### config.mk
export PLATFORM = sky130hd
export DESIGN_NAME = parse_integer_radix_core
export DESIGN_NICKNAME = d
export VERILOG_FILES = /design/src/hdl/pir_pkg.sv /design/src/hdl/parse_integer_radix_core.sv /design/src/hdl/pir_front.sv /design/src/hdl/pir_queue.sv /design/src/hdl/pir_back.sv
export VERILOG_INCLUDE_DIRS = /design/src /design/src/hdl
export SDC_FILE = /design/constraint.sdc
export NUM_CORES = 1
export LEC_CHECK = 0
export BUFFER_PORTS_ARGS = -buffer_cell sky130_fd_sc_hd__buf_2
export CORE_MARGIN = 4
export CORE_UTILIZATION = 69
export CTS_CLUSTER_DIAMETER = 60
export CTS_CLUSTER_SIZE = 8
export DETAILED_ROUTE_END_ITERATION = 10
export HOLD_SLACK_MARGIN = 0.03
export PLACE_DENSITY_LB_ADDON = 0.12
export SYNTH_ARGS = -nofsm -noshare
export SYNTH_HDL_FRONTEND = slang
export SYNTH_SLANG_ARGS = --single-unit
### constraint.sdc
create_clock -name clk -period 15.75 [get_ports clk]
set_clock_uncertainty 0.2 [all_clocks]
set_input_delay 0.7875 -clock clk [delete_from_list [all_inputs] [get_ports clk]]
set_output_delay 0.7875 -clock clk [all_outputs]
set_load 0.03 [all_outputs]
### src/hdl/parse_integer_radix_core_defines.svh
// Assertion helpers for the integer parser.
// PIR_ASSERT is checked outside reset, PIR_ASSERT_ALWAYS on every clock edge.
`ifndef PARSE_INTEGER_RADIX_CORE_DEFINES_SVH
`define PARSE_INTEGER_RADIX_CORE_DEFINES_SVH
`ifndef NO_ASSERTIONS
`define PIR_ASSERT(lbl, prop, msg) \
	lbl: assert property (@(posedge clk) disable iff (!arst_n) prop) else $error(msg);
`define PIR_ASSERT_ALWAYS(lbl, prop, msg) \
	lbl: assert property (@(posedge clk) prop) else $error(msg);
`else
`define PIR_ASSERT(lbl, prop, msg)
`define PIR_ASSERT_ALWAYS(lbl, prop, msg)
`endif
`endif

### src/hdl/pir_pkg.sv
package pir_pkg;

	localparam int QUEUE_DEPTH = 2;
	localparam int QPTR_W      = (QUEUE_DEPTH > 1) ? $clog2(QUEUE_DEPTH) : 1;
	localparam int QCNT_W      = $clog2(QUEUE_DEPTH + 1);

	localparam logic [5:0] RADIX_DEFAULT = 6'd10;
	localparam logic [5:0] RADIX_HEX     = 6'd16;
	localparam logic [5:0] RADIX_MIN     = 6'd2;
	localparam logic [5:0] RADIX_MAX     = 6'd36;
	localparam logic [5:0] DIGIT_NONE    = 6'd63;
	localparam logic [7:0] DIGIT_LETTER0 = 8'd10;

	localparam logic [7:0] CH_SP    = 8'h20;
	localparam logic [7:0] CH_TAB   = 8'h09;
	localparam logic [7:0] CH_LF    = 8'h0A;
	localparam logic [7:0] CH_CR    = 8'h0D;
	localparam logic [7:0] CH_MINUS = 8'h2D;
	localparam logic [7:0] CH_PLUS  = 8'h2B;
	localparam logic [7:0] CH_0     = 8'h30;
	localparam logic [7:0] CH_9     = 8'h39;
	localparam logic [7:0] CH_LA    = 8'h61;
	localparam logic [7:0] CH_LZ    = 8'h7A;
	localparam logic [7:0] CH_UA    = 8'h41;
	localparam logic [7:0] CH_UZ    = 8'h5A;
	localparam logic [7:0] CH_LX    = 8'h78;
	localparam logic [7:0] CH_UX    = 8'h58;

	typedef struct packed {
		logic [7:0] ch;
		logic [5:0] radix_in;
		logic       no_char;
		logic       last;
	} item_t;

	typedef struct packed {
		logic signed [31:0] value;
		logic               is_nan;
	} result_t;

	typedef enum logic [2:0] {
		CLS_SPACE,
		CLS_MINUS,
		CLS_PLUS,
		CLS_ZERO,
		CLS_XLET,
		CLS_OTHER
	} cls_t;

	typedef enum logic [1:0] {
		PH_SPACE,
		PH_SIGN,
		PH_DIGIT,
		PH_STOP
	} phase_t;

	typedef enum logic [2:0] {
		ACT_NONE,
		ACT_SIGN,
		ACT_ZERO,
		ACT_HEX,
		ACT_DIGIT,
		ACT_STOP
	} act_t;

	// Classified word passed from the front to the back through the queue.
	typedef struct packed {
		logic       first;
		logic       last;
		logic       no_char;
		cls_t       cls;
		logic [5:0] digit;
		logic [5:0] radix;
		logic       prefix_ok;
		logic       radix_bad;
	} tok_t;

	typedef struct packed {
		logic full;
		logic empty;
	} q_status_t;

	function automatic logic [5:0] digit_of(input logic [7:0] ch);
		logic [5:0] d;
		d = DIGIT_NONE;
		if (ch >= CH_0 && ch <= CH_9) begin
			d = 6'(ch - CH_0);
		end else if (ch >= CH_LA && ch <= CH_LZ) begin
			d = 6'(ch - CH_LA + DIGIT_LETTER0);
		end else if (ch >= CH_UA && ch <= CH_UZ) begin
			d = 6'(ch - CH_UA + DIGIT_LETTER0);
		end
		return d;
	endfunction

	function automatic cls_t classify(input logic [7:0] ch);
		cls_t c;
		unique case (ch) inside
			CH_SP, CH_TAB, CH_LF, CH_CR: c = CLS_SPACE;
			CH_MINUS:                    c = CLS_MINUS;
			CH_PLUS:                     c = CLS_PLUS;
			CH_0:                        c = CLS_ZERO;
			CH_LX, CH_UX:                c = CLS_XLET;
			default:                     c = CLS_OTHER;
		endcase
		return c;
	endfunction

endpackage

### src/hdl/parse_integer_radix_core.sv
// Channel  | Direction | Handshake                  | Word
// item     | in        | item_valid / item_stall     | item_t: ch, radix_in, no_char, last
// result   | out       | result_valid / result_stall | result_t: value, is_nan
//
// One byte is taken per clock while the queue is not full; the back end does one multiply-add per byte.
// A result is valid from the edge that pops its closing word from the two-entry queue,
// after that word has been written into the queue and has reached its head.
// Reset clears all control state and the queue, and the next word starts a string.
// A stalled result blocks only closing words; other bytes keep flowing until the queue fills.
`include "parse_integer_radix_core_defines.svh"

module parse_integer_radix_core import pir_pkg::*; #(
	parameter int VALUE_WIDTH = 32
) (
	input  logic    clk,
	input  logic    arst_n,
	input  logic    item_valid,
	output logic    item_stall,
	input  item_t   item,
	output logic    result_valid,
	input  logic    result_stall,
	output result_t result
);

	q_status_t q_status;
	logic      push;
	logic      pop;
	tok_t      push_tok;
	tok_t      q_head;

	pir_front u_front (
		.clk        (clk),
		.arst_n     (arst_n),
		.item_valid (item_valid),
		.item_stall (item_stall),
		.item       (item),
		.q_status   (q_status),
		.push       (push),
		.tok        (push_tok)
	);

	pir_queue u_queue (
		.clk      (clk),
		.arst_n   (arst_n),
		.push     (push),
		.push_tok (push_tok),
		.pop      (pop),
		.head     (q_head),
		.status   (q_status)
	);

	pir_back #(
		.VALUE_WIDTH (VALUE_WIDTH)
	) u_back (
		.clk          (clk),
		.arst_n       (arst_n),
		.head         (q_head),
		.q_status     (q_status),
		.pop          (pop),
		.result_valid (result_valid),
		.result_stall (result_stall),
		.result       (result)
	);

	`PIR_ASSERT(a_queue_sane, !(q_status.full && q_status.empty), "queue full and empty")
	`PIR_ASSERT(a_pop_nonempty, pop |-> !q_status.empty, "pop from empty queue")
	`PIR_ASSERT(a_close_gives_result, pop && q_head.last |=> result_valid, "closing word lost")
	`PIR_ASSERT(a_nan_zero, result_valid && result.is_nan |-> result.value == 0, "NaN value not zero")

endmodule

### src/hdl/pir_front.sv
module pir_front import pir_pkg::*; (
	input  logic      clk,
	input  logic      arst_n,
	input  logic      item_valid,
	output logic      item_stall,
	input  item_t     item,
	input  q_status_t q_status,
	output logic      push,
	output tok_t      tok
);

	logic in_string_q;

	assign item_stall = q_status.full;
	assign push       = item_valid && !q_status.full;

	always_comb begin
		tok.first     = !in_string_q;
		tok.last      = item.last;
		tok.no_char   = item.no_char;
		tok.cls       = classify(item.ch);
		tok.digit     = digit_of(item.ch);
		if (item.radix_in == '0) begin
			tok.radix     = RADIX_DEFAULT;
			tok.prefix_ok = 1'b1;
			tok.radix_bad = 1'b0;
		end else begin
			tok.radix     = item.radix_in;
			tok.prefix_ok = (item.radix_in == RADIX_HEX);
			tok.radix_bad = (item.radix_in < RADIX_MIN) || (item.radix_in > RADIX_MAX);
		end
	end

	always_ff @(posedge clk or negedge arst_n) begin
		if (!arst_n) begin
			in_string_q <= 1'b0;
		end else if (push) begin
			in_string_q <= !item.last;
		end
	end

endmodule

### src/hdl/pir_queue.sv
module pir_queue import pir_pkg::*; (
	input  logic      clk,
	input  logic      arst_n,
	input  logic      push,
	input  tok_t      push_tok,
	input  logic      pop,
	output tok_t      head,
	output q_status_t status
);

	tok_t              mem_q [QUEUE_DEPTH];
	logic [QPTR_W-1:0] wr_ptr_q;
	logic [QPTR_W-1:0] rd_ptr_q;
	logic [QCNT_W-1:0] count_q;

	function automatic logic [QPTR_W-1:0] ptr_inc(input logic [QPTR_W-1:0] p);
		logic [QPTR_W-1:0] n;
		if (p == QPTR_W'(QUEUE_DEPTH - 1)) begin
			n = '0;
		end else begin
			n = p + 1'b1;
		end
		return n;
	endfunction

	assign head         = mem_q[rd_ptr_q];
	assign status.full  = (count_q == QCNT_W'(QUEUE_DEPTH));
	assign status.empty = (count_q == '0);

	always_ff @(posedge clk or negedge arst_n) begin
		if (!arst_n) begin
			wr_ptr_q <= '0;
			rd_ptr_q <= '0;
			count_q  <= '0;
		end else begin
			if (push) begin
				wr_ptr_q <= ptr_inc(wr_ptr_q);
			end
			if (pop) begin
				rd_ptr_q <= ptr_inc(rd_ptr_q);
			end
			if (push && !pop) begin
				count_q <= count_q + 1'b1;
			end else if (pop && !push) begin
				count_q <= count_q - 1'b1;
			end
		end
	end

	always_ff @(posedge clk) begin
		if (push) begin
			mem_q[wr_ptr_q] <= push_tok;
		end
	end

endmodule

### src/hdl/pir_back.sv
module pir_back import pir_pkg::*; #(
	parameter int VALUE_WIDTH = 32
) (
	input  logic      clk,
	input  logic      arst_n,
	input  tok_t      head,
	input  q_status_t q_status,
	output logic      pop,
	output logic      result_valid,
	input  logic      result_stall,
	output result_t   result
);

	phase_t                 phase_q, phase_e, phase_n;
	logic                   neg_q, neg_e, neg_n;
	logic [5:0]             radix_q, radix_e, radix_n;
	logic                   pfx_ok_q, pfx_ok_e;
	logic                   pend_q, pend_e, pend_n;
	logic                   has_q, has_e, has_n;
	logic                   bad_q, bad_e;
	logic [VALUE_WIDTH-1:0] acc_q, acc_e, acc_n;
	logic [VALUE_WIDTH+5:0] mac;
	logic [VALUE_WIDTH-1:0] signed_v;
	logic [VALUE_WIDTH+31:0] ext_v;
	act_t                   act;
	act_t                   take_act;
	logic                   out_free;
	logic                   result_valid_q;
	result_t                result_q;
	result_t                result_n;

	assign out_free = !result_valid_q || !result_stall;
	// A word that closes a string needs the output register free.
	assign pop      = !q_status.empty && (!head.last || out_free);

	// The first word of a string starts from fresh state.
	always_comb begin
		if (head.first) begin
			phase_e  = PH_SPACE;
			neg_e    = 1'b0;
			radix_e  = head.radix;
			pfx_ok_e = head.prefix_ok;
			pend_e   = 1'b0;
			has_e    = 1'b0;
			bad_e    = head.radix_bad;
			acc_e    = '0;
		end else begin
			phase_e  = phase_q;
			neg_e    = neg_q;
			radix_e  = radix_q;
			pfx_ok_e = pfx_ok_q;
			pend_e   = pend_q;
			has_e    = has_q;
			bad_e    = bad_q;
			acc_e    = acc_q;
		end
	end

	// Decode what this byte does in the current phase.
	always_comb begin
		take_act = (head.digit < radix_e) ? ACT_DIGIT : ACT_STOP;
		act      = ACT_NONE;
		if (!head.no_char) begin
			unique case (phase_e)
				PH_SPACE: begin
					if (head.cls == CLS_SPACE) begin
						act = ACT_NONE;
					end else if (head.cls == CLS_MINUS || head.cls == CLS_PLUS) begin
						act = ACT_SIGN;
					end else if (pfx_ok_e && head.cls == CLS_ZERO) begin
						act = ACT_ZERO;
					end else begin
						act = take_act;
					end
				end
				PH_SIGN: begin
					if (pfx_ok_e && head.cls == CLS_ZERO) begin
						act = ACT_ZERO;
					end else begin
						act = take_act;
					end
				end
				PH_DIGIT: begin
					if (pend_e && head.cls == CLS_XLET) begin
						act = ACT_HEX;
					end else begin
						act = take_act;
					end
				end
				PH_STOP: act = ACT_NONE;
				default: act = ACT_NONE;
			endcase
		end
	end

	always_comb begin
		phase_n = phase_e;
		unique case (act)
			ACT_SIGN:                     phase_n = PH_SIGN;
			ACT_ZERO, ACT_HEX, ACT_DIGIT: phase_n = PH_DIGIT;
			ACT_STOP:                     phase_n = PH_STOP;
			ACT_NONE:                     phase_n = phase_e;
			default:                      phase_n = phase_e;
		endcase
		if (head.last) begin
			phase_n = PH_SPACE;
		end
	end

	assign mac = {6'b0, acc_e} * {{VALUE_WIDTH{1'b0}}, radix_e}
		+ {{VALUE_WIDTH{1'b0}}, head.digit};

	always_comb begin
		neg_n   = neg_e;
		radix_n = radix_e;
		has_n   = has_e;
		acc_n   = acc_e;
		pend_n  = (act == ACT_NONE) ? pend_e : 1'b0;
		case (act)
			ACT_SIGN:  neg_n = (head.cls == CLS_MINUS);
			ACT_ZERO: begin
				pend_n = 1'b1;
				has_n  = 1'b1;
				acc_n  = '0;
			end
			ACT_HEX: begin
				has_n   = 1'b0;
				radix_n = RADIX_HEX;
			end
			ACT_DIGIT: begin
				has_n = 1'b1;
				acc_n = mac[VALUE_WIDTH-1:0];
			end
			default: ;
		endcase
		if (head.last) begin
			pend_n = 1'b0;
		end

		signed_v        = neg_n ? ('0 - acc_n) : acc_n;
		ext_v           = {32'b0, signed_v};
		result_n.is_nan = bad_e || !has_n;
		result_n.value  = result_n.is_nan ? '0 : $signed(ext_v[31:0]);
	end

	always_ff @(posedge clk or negedge arst_n) begin
		if (!arst_n) begin
			phase_q  <= PH_SPACE;
			neg_q    <= 1'b0;
			radix_q  <= RADIX_DEFAULT;
			pfx_ok_q <= 1'b1;
			pend_q   <= 1'b0;
			has_q    <= 1'b0;
			bad_q    <= 1'b0;
			acc_q    <= '0;
		end else if (pop) begin
			phase_q  <= phase_n;
			neg_q    <= neg_n;
			radix_q  <= radix_n;
			pfx_ok_q <= pfx_ok_e;
			pend_q   <= pend_n;
			has_q    <= has_n;
			bad_q    <= bad_e;
			acc_q    <= acc_n;
		end
	end

	always_ff @(posedge clk or negedge arst_n) begin
		if (!arst_n) begin
			result_valid_q <= 1'b0;
		end else if (pop && head.last) begin
			result_valid_q <= 1'b1;
		end else if (!result_stall) begin
			result_valid_q <= 1'b0;
		end
	end

	always_ff @(posedge clk) begin
		if (pop && head.last) begin
			result_q <= result_n;
		end
	end

	assign result_valid = result_valid_q;
	assign result       = result_q;

endmodule

==> results.py, run 1 <==
metrics = {
    "min_path": {
        "whs_path_depth": 2,
        "worstHoldPathType": "register to register",
        "min_to": "u_back.has_q",
        "hold_start": "u_back.has_q",
    },
    "logic_synthesis": {
        "yosysTopAreaCell": "fa_1",
        "yosysWarnings": 0,
        "avgSynthCellArea_um2": 9.43,
        "syn_area_um2": 12700,
        "synthArstFlopShare": 0.411,
        "synth_cell_types": 77,
        "postSynthCellCount": 1349,
        "synth_ff_type": "edfxtp_1",
        "synth_top_cell_area_share": 0.176,
        "synth_nets": 1562,
        "synth_area_leaders": "fa_1, edfxtp_1, dfrtp_1, and3_1, ha_1",
        "yosysSeqAreaShare": 0.273,
        "synth_edf_count": 73,
        "ys_seq_elements": 124,
    },
    "floorplanning": {
        "num_rows": 49,
        "start_util": 0.706,
        "coreArea_um2": 18000,
        "die_w_um": 144,
        "die_h_um": 144,
        "io-pin-count": 55,
        "dieArea_um2": 20700,
    },
    "timing": {
        "fmax_mhz": 123,
        "post-route-min-period_ps": 8150,
        "worstMarginPinSlew_ps": 1080,
        "setup_tns_ps": 0,
        "slew_violations": 0,
        "hold_violations": 0,
        "slew_headroom": 0.281,
        "period_share": 0.517,
        "setup_viol": 0,
        "rsz0062_at_grt": "no",
    },
    "final_layout": {
        "final.fill_count": 1263,
        "areaGrowthSynthToFinish_pct": 8.03,
        "n_antenna_cell": 0,
        "drive_gt1_frac": 0.104,
        "nNetsFinal": 1570,
    },
    "critical_path": {
        "cp-start-kind": "register",
        "worstPathRequired_ps": 15720,
        "arrival_ps": 8120,
        "crit_path_max_fanout": 102,
        "rr_endpoint": "u_back.result[27]",
        "timing.reg2reg.setup_slack_ps": 7600,
        "critPathCaptureType": "register",
        "crit_type": "register to register",
        "rr_worst_depth": 24,
        "r2r-start": "u_queue.rd_ptr_q",
    },
    "global_route": {
        "grtUsageTotal": 0.353,
        "grt_pass1_vias": 10700,
        "grt_max_degree": 103,
        "grt-ovfl-total": 0,
        "grt_pass1_wl_mm": 56.8,
        "antenna_found_initial": 1,
    },
    "detailed_routing": {
        "via_per_inst": 6.76,
        "routedWlPerCell_um": 21.9,
        "drc": 0,
        "wl_mm": 35.1,
        "drtAntennaViolNets": 0,
        "vias": 10800,
        "dr.pass1.iters": 6,
        "first_iter_violations": 1176,
    },
    "clocking": {
        "cts_tree": "done",
        "clk_path_buf_depth": 2,
        "cts_inserted_buffers": 17,
        "cts_resized": 0,
        "post_cts_buffers": 0,
        "cts-root-buf": "clkbuf_16",
        "h-tree-depth": 4,
        "clk-insertion-delay-late_ps": 430,
        "hold_buffers": 0,
        "clk_pin_slew_worst_paths_ps": 60,
        "clkSinkCount": 124,
    },
    "placed_design": {
        "hpwl_mm": 25.3,
        "place.gp.congestion": 0.964,
        "io_buffers": 54,
    },
    "run": {
        "maxCapViolations": 0,
    },
    "outcome": {
        "status": "completed",
    },
}
## per-stage QoR
step                hold WS, ps  instances   util  area (um2)  worst slack [ps]
CTS                         270       1599  0.763       13700              7710
detailed placement          265       1567  0.726       13100              7750
global route                316       1599  0.763       13700              7040
finish                      270       1599  0.763       13700              7600
global placement            259       1567  0.726       13100              8000
floorplan                   240       1349      -       12700              8840
## cells by family (layout without fill, tap and decap cells)
group | Yosys count | count (layout) | synth area share
and+or+nand+nor | 500 | 500 | 0.205
AOI/OAI and AO/OA | 299 | 299 | 0.154
adders and majority gates | 193 | 193 | 0.256
buffers and inverters | 142 | 163 | 0.0449
DFF | 124 | 124 | 0.273
xor gates and xnor gates | 61 | 61 | 0.0420
muxes | 30 | 30 | 0.0256
## metal layers
| layer | track usage | wire length, um | up-vias |
|---|---|---|---|
| li1 | - | - | 4881 |
| met1 | 0.454 | 13300 | 5248 |
| met2 | 0.585 | 17200 | 578 |
| met3 | 0.0705 | 3080 | 107 |
| met4 | 0.149 | 1520 | 0 |
| met5 | 0 | 0 | - |
## critical path, stage by stage (launching register included)
cell and delay, ps:
dfrtp_1 320, buf_4 370, mux2i_4 290, buf_4 590, and2_1 320, nand2_1 100
fa_1 530, fa_1 540, inv_1 60, fa_1 540, inv_1 60, fa_1 510
inv_1 50, ha_1 340, o211ai_1 300, nor2_1 70, a21oi_1 480, o21ai_0 200
xor2_1 170, a22oi_1 420, nand3_2 180, nor4_2 670, a41oi_1 270, xnor2_1 240
nor2_1 60
## layout make-up
cell class | count | area (um2) | area share
Multi-Input combinational cell | 1083 | 8710 | 0.634
Tap cell | 229 | 287 | 0.0208
Clock inverter | 14 | 229 | 0.0167
Timing Repair Buffer | 70 | 390 | 0.0284
Sequential cell | 124 | 3470 | 0.253
Clock buffer | 18 | 429 | 0.0312
Inverter | 61 | 229 | 0.0167
## how the worst max path moves through the flow
stage | startpoint | to | slack, ps
after detailed placement | u_queue.rd_ptr_q | u_back.result[27] | 7750
after floorplan | u_queue.rd_ptr_q | u_back.result[32] | 8840
final | u_queue.rd_ptr_q | u_back.result[27] | 7600
after global routing | u_queue.rd_ptr_q | u_back.result[32] | 7040
after global placement | u_queue.rd_ptr_q | u_back.result[31] | 8000
after CTS | u_queue.rd_ptr_q | u_back.result[32] | 7710
## cell usage after synthesis (4+ instances only)
cell type / count
a211oi_1: 11
a21o_1: 12
a21oi_1: 82
a22o_1: 12
a22oi_1: 18
a31oi_1: 23
a32o_1: 6
a32oi_1: 7
a41oi_1: 6
and2_1: 12
and3_1: 163
buf_1: 4
clkbuf_1: 72
dfrtp_1: 48
edfxtp_1: 73
fa_1: 112
ha_1: 81
inv_1: 61
mux2_2: 12
mux2i_1: 16
nand2_1: 95
nand2b_1: 7
nand3_1: 15
nand4_1: 6
nor2_1: 120
nor3_1: 25
nor3b_1: 4
nor4_1: 4
o211ai_1: 11
o21a_1: 11
o21ai_0: 58
o21ai_1: 4
o31ai_1: 9
or2_2: 6
or3_1: 19
xnor2_1: 35
xor2_1: 26
## cell usage in the layout (no fill, tap or decap), types with 15 or more instances in the layout
| master | n |
|---|---|
| edfxtp_1 | 73 |
| buf_4 | 16 |
| or3_1 | 19 |
| xor2_1 | 26 |
| xnor2_1 | 35 |
| nor3_1 | 25 |
| fa_1 | 112 |
| inv_1 | 61 |
| buf_2 | 54 |
| ha_1 | 81 |
| mux2i_1 | 15 |
| clkbuf_16 | 17 |
| a22oi_1 | 18 |
| nand3_1 | 15 |
| a21oi_1 | 82 |
| and3_1 | 163 |
| a31oi_1 | 22 |
| o21ai_0 | 58 |
| nor2_1 | 118 |
| nand2_1 | 95 |
| dfrtp_1 | 48 |
## registers in the layout, summed over array words and instances, names as in the netlist
signal	count
u_front.in_string_q	1
u_queue.count_q	2
u_back.pfx_ok_q	1
u_back.radix_q	6
u_back.result	33
u_back.acc_q	32
u_back.has_q	1
u_back.pend_q	1
u_queue.wr_ptr_q	1
u_back.bad_q	1
u_back.neg_q	1
u_back.phase_q	2
u_queue.mem_q	40
u_queue.rd_ptr_q	1
u_back.result_valid	1
Power of run 1 is not shown: default switching activity piles up to over one toggle a cycle in this logic, so the estimate is an artifact.
==> inputs of run 2 (changes only) <==
--- a/config.mk
+++ b/config.mk
@@ -8,7 +8,7 @@
 export LEC_CHECK = 0
 export BUFFER_PORTS_ARGS = -buffer_cell sky130_fd_sc_hd__buf_2
 export CORE_MARGIN = 4
-export CORE_UTILIZATION = 69
+export CORE_UTILIZATION = 58
 export CTS_CLUSTER_DIAMETER = 60
 export CTS_CLUSTER_SIZE = 8
 export DETAILED_ROUTE_END_ITERATION = 10
==> constraint.sdc (replaced) <==
create_clock -name clk -period 7.49 [get_ports clk]
set_clock_uncertainty 0.2 [all_clocks]
set_input_delay 0.3745 -clock clk [delete_from_list [all_inputs] [get_ports clk]]
set_output_delay 0.3745 -clock clk [all_outputs]
set_load 0.03 [all_outputs]
==> results.py, run 2 (synthesized netlist as in run 1, its figures left out) <==
metrics = {
    "global_route": {
        "grt-ovfl-total": 0,
        "grtUsageTotal": 0.298,
        "antenna_found_initial": 1,
        "grt_max_degree": 109,
        "grt_pass1_vias": 10600,
        "grt_pass1_wl_mm": 57.7,
    },
    "outcome": {
        "status": "completed",
    },
    "floorplanning": {
        "num_rows": 53,
        "io-pin-count": 55,
        "coreArea_um2": 21300,
        "dieArea_um2": 24400,
        "start_util": 0.598,
        "die_h_um": 156,
        "die_w_um": 156,
    },
    "placed_design": {
        "hpwl_mm": 26.3,
        "io_buffers": 54,
        "place.gp.congestion": 1.00,
        "place_ws_ps": 373,
        "dpl_cell_area_um2": 13300,
    },
    "timing": {
        "fmax_mhz": 140,
        "worstMarginPinSlew_ps": 1010,
        "hold_violations": 0,
        "slew_headroom": 0.322,
        "period_share": 0.954,
        "rsz0062_at_grt": "no",
        "post-route-min-period_ps": 7150,
        "layout_setup_ws_ps": 343,
        "slew_violations": 0,
        "setup_viol": 0,
        "setup_tns_ps": 0,
    },
    "detailed_routing": {
        "first_iter_violations": 962,
        "drc": 0,
        "drtAntennaViolNets": 0,
        "dr.pass1.iters": 7,
        "routedWlPerCell_um": 21.1,
        "via_per_inst": 6.43,
        "vias": 10700,
        "wl_mm": 35.1,
    },
    "min_path": {
        "worstHoldPathType": "primary input to register",
    },
    "final_layout": {
        "nNetsFinal": 1591,
        "largest_reg_flops": 40,
        "final_common_cell": "and3_1",
        "layout_common_cells": "and3_1, nor2_1, fa_1",
        "finish.utilization": 0.653,
        "regMostFlops": "u_queue.mem_q",
        "areaGrowthSynthToFinish_pct": 9.22,
        "drive_gt1_frac": 0.112,
        "final_area_um2": 13900,
        "n_antenna_cell": 0,
    },
    "critical_path": {
        "worstPathRequired_ps": 7470,
        "crit_type": "register to register",
        "crit_path_max_fanout": 108,
        "critPathCaptureType": "register",
        "cp-start-kind": "register",
        "arrival_ps": 7120,
    },
    "clocking": {
        "cts_tree": "done",
        "h-tree-depth": 4,
        "clkSinkCount": 124,
        "cts-root-buf": "clkbuf_16",
        "clk_path_buf_depth": 2,
        "post_cts_buffers": 0,
        "cts_inserted_buffers": 17,
        "clk-insertion-delay-late_ps": 420,
        "clk_pin_slew_worst_paths_ps": 60,
    },
    "run": {
        "maxCapViolations": 0,
    },
}
==> run 2: area by class of cell <==
| class | count | area (um2) |
|---|---|---|
| Multi-Input combinational cell | 1083 | 8720 |
| Inverter | 61 | 229 |
| Sequential cell | 124 | 3470 |
| Timing Repair Buffer | 91 | 581 |
| Fill cell | 1724 | 7390 |
| Clock buffer | 19 | 433 |
| Clock inverter | 13 | 119 |
| Tap cell | 275 | 344 |
==> run 2: final timing paths <==
path / start / endpoint / slack [ps] / cells past startpoint
worst max-delay path: u_queue.mem_q[0][19] / u_back.result[32] / 340 / 20
worst min-delay path: item[3] / u_queue.mem_q[0][3] / 70 / 2
worst max register to register: u_queue.mem_q[0][19] / u_back.result[32] / 340 / 20
worst min register to register: u_back.has_q / u_back.has_q / 270 / 2
max in group asynchronous: arst_n / u_front.in_string_q / 6140 / 3
min in group asynchronous: arst_n / u_back.acc_q[15] / 450 / 3
==> run 2: routing by layer <==
| metal | global-route usage | wire length (um) |
|---|---|---|
| met1 | 0.402 | 14800 |
| met2 | 0.506 | 17300 |
| met3 | 0.0466 | 2190 |
| met4 | 0.0740 | 833 |
| met5 | 0 | 13 |
==> run 2: repair_timing <==
item                       CTS  global route
hold buffers                 8             0
setup endpoints to repair    0             3
gates resized for setup      0             2
hold endpoints to repair    62             0
==> run 2: through the flow <==
stage	hold slack, ps	cells
floorplan	-121	1349
global placement	259	1626
detailed placement	262	1626
CTS	48.7	1666
global route	69.6	1666
finish	65.1	1666
==> run 2: worst max-delay path, cell delays in order, from the launching register on <==
cell and delay [ps]:
edfxtp_1 490, mux2i_4 290, buf_12 320, and3_1 230, fa_1 450, fa_1 520, fa_1 490, ha_1 310
ha_1 390, a21oi_1 200, o21ai_0 100, buf_4 160, or3_1 360, o21ai_1 390, mux2_2 420, a32oi_1 380
and4b_1 340, nand4_1 160, nor4_1 390, mux2i_1 220, nand2_1 60
Power of run 2 is left out for the same reason.
==> inputs of run 3 (changes only) <==
--- a/config.mk
+++ b/config.mk
@@ -6,12 +6,12 @@
 export SDC_FILE = /design/constraint.sdc
 export NUM_CORES = 1
 export LEC_CHECK = 0
-export BUFFER_PORTS_ARGS = -buffer_cell sky130_fd_sc_hd__buf_2
 export CORE_MARGIN = 4
-export CORE_UTILIZATION = 58
+export CORE_UTILIZATION = 60
 export CTS_CLUSTER_DIAMETER = 60
 export CTS_CLUSTER_SIZE = 8
 export DETAILED_ROUTE_END_ITERATION = 10
+export DONT_BUFFER_PORTS = 1
 export HOLD_SLACK_MARGIN = 0.03
 export PLACE_DENSITY_LB_ADDON = 0.12
 export SYNTH_ARGS = -nofsm -noshare
==> results.py, run 3 (synthesized netlist as in run 1, its figures left out) <==
metrics = {
    "critical_path": {
        "r2r-start": "u_queue.mem_q[0][19]",
        "cp_common_cell": "fa_1",
        "critPathCaptureType": "register",
        "arrival_ps": 7050,
        "crit_type": "register to register",
        "worstPathRequired_ps": 7460,
        "crit_slowest_cell": "or4_4",
        "max_stage_delay_ps": 590,
        "crit_path_start": "u_queue.mem_q[0][19]",
        "cp-start-kind": "register",
        "crit_path_max_fanout": 5,
        "crit_path_cell_trace": "mux2i_4, and2_1, nand2_1, fa_1, fa_1, inv_1, fa_1, inv_1, fa_1, inv_1, ha_1, o211ai_1, a21oi_1, a21boi_0, o21ai_0, xor2_1, a22oi_1, nand2_1, or4_4, o41ai_2, xor2_1, nor2_1",
    },
    "timing": {
        "fmax_mhz": 141,
        "rsz0062_at_grt": "no",
        "worstMarginPinSlew_ps": 986,
        "post-route-min-period_ps": 7080,
        "holdWs_ps": 76.3,
        "setup_viol": 0,
        "period_share": 0.945,
        "layout_setup_ws_ps": 413,
        "hold_violations": 0,
        "slew_headroom": 0.342,
        "slew_violations": 0,
        "setup_tns_ps": 0,
    },
    "outcome": {
        "status": "completed",
    },
    "clocking": {
        "clk_path_buf_depth": 2,
        "cts_inserted_buffers": 17,
        "clk-insertion-delay-late_ps": 430,
        "cts-root-buf": "clkbuf_16",
        "post_cts_buffers": 0,
        "clkSinkCount": 124,
        "h-tree-depth": 4,
        "cts_tree": "done",
        "clk_pin_slew_worst_paths_ps": 60,
    },
    "detailed_routing": {
        "drc": 0,
        "dr.pass1.iters": 6,
        "routedWlPerCell_um": 21.6,
        "via_per_inst": 6.49,
        "vias": 10500,
        "first_iter_violations": 822,
        "wl_mm": 35.0,
        "drtAntennaViolNets": 0,
    },
    "global_route": {
        "grt-ovfl-total": 0,
        "grtUsageMet2": 0.510,
        "grt_pass1_vias": 10700,
        "use_met3": 0.0583,
        "antenna_found_initial": 0,
        "grt_max_degree": 99,
        "grt_util_met1": 0.396,
        "grt_pass1_wl_mm": 57.7,
        "top_usage_layer": "met2",
        "grtUsageTotal": 0.305,
    },
    "final_layout": {
        "finish.utilization": 0.658,
        "n_antenna_cell": 0,
        "largest_reg_flops": 40,
        "final.fill_count": 1706,
        "nNetsFinal": 1546,
        "layout_common_cells": "and3_1, nor2_1, fa_1",
        "final_common_cell": "and3_1",
        "areaGrowthSynthToFinish_pct": 8.38,
        "drive_gt1_frac": 0.0788,
        "regMostFlops": "u_queue.mem_q",
    },
    "floorplanning": {
        "io-pin-count": 55,
        "die_w_um": 154,
        "die_h_um": 154,
        "coreArea_um2": 21000,
        "num_rows": 53,
        "dieArea_um2": 23600,
        "start_util": 0.607,
    },
    "run": {
        "maxCapViolations": 0,
    },
    "placed_design": {
        "io_buffers": 0,
        "place.gp.congestion": 0.970,
        "place_ws_ps": 378,
        "hpwl_mm": 26.2,
    },
    "min_path": {
        "worstHoldPathType": "primary input to register",
        "hold_start": "item[5]",
    },
}
## run 3: cell types whose count changed in the layout (fill, tap and decap cells not counted), moves of 2 or more
cell	delta
dlygate4sd3_1	+6
inv_6	+3
clkinv_2	-4
buf_4	+2
bufinv_16	+2
buf_2	-54
## run 3: timing repair
action | in CTS | in global routing
hold buffers | 15 | 0
endpoints found under the hold margin | 80 | 0
endpoints found under the setup margin | 0 | 3
resized for setup | 0 | 2
## run 3: per-stage QoR
stage	instances	area, um2
after floorplan	1349	12700
after global placement	1574	13000
after detailed placement	1574	13000
after CTS	1621	13800
after global routing	1621	13800
final	1621	13800
## run 3: final timing paths
| check | slack (ps) | to | cells past startpoint |
|---|---|---|---|
| worst max-delay path | 410 | u_back.result[31] | 22 |
| max in group asynchronous | 6490 | u_back.pfx_ok_q | 2 |
| worst max register to register | 410 | u_back.result[31] | 22 |
| min in group asynchronous | 290 | u_back.acc_q[26] | 2 |
| worst min register to register | 290 | u_back.has_q | 2 |
| worst min-delay path | 80 | u_queue.mem_q[1][0] | 2 |
## run 3: layer usage
metal / share of wire / vias up / wire (um)
met5: 0 / - / 0
met4: 0.034 / 0 / 1210
met3: 0.065 / 83 / 2270
met2: 0.49 / 425 / 17200
met1: 0.41 / 5173 / 14300
li1: - / 4839 / -
## run 3: cell type report
type / count / area, um2 / share of cell area
repair buffers: 46 / 413 / 0.0299
clock buffers: 18 / 429 / 0.0311
flip-flops and latches: 124 / 3470 / 0.252
inverters: 61 / 229 / 0.0166
well taps: 275 / 344 / 0.0250
clock inverters: 14 / 184 / 0.0133
multi-input cells: 1083 / 8720 / 0.632
## run 3: worst max-delay path, delay by kind of cell (launching register included)
kind	cells	cell delay [ps]
XOR/XNOR	2	370
AND/OR/NAND/NOR	5	1190
AO/OA/AOI/OAI	6	1690
flip-flops	1	480
buffers and inverters	3	140
adder cells (fa/ha/maj)	5	2460
multiplexers	1	280
Power of run 3 is left out for the same reason.
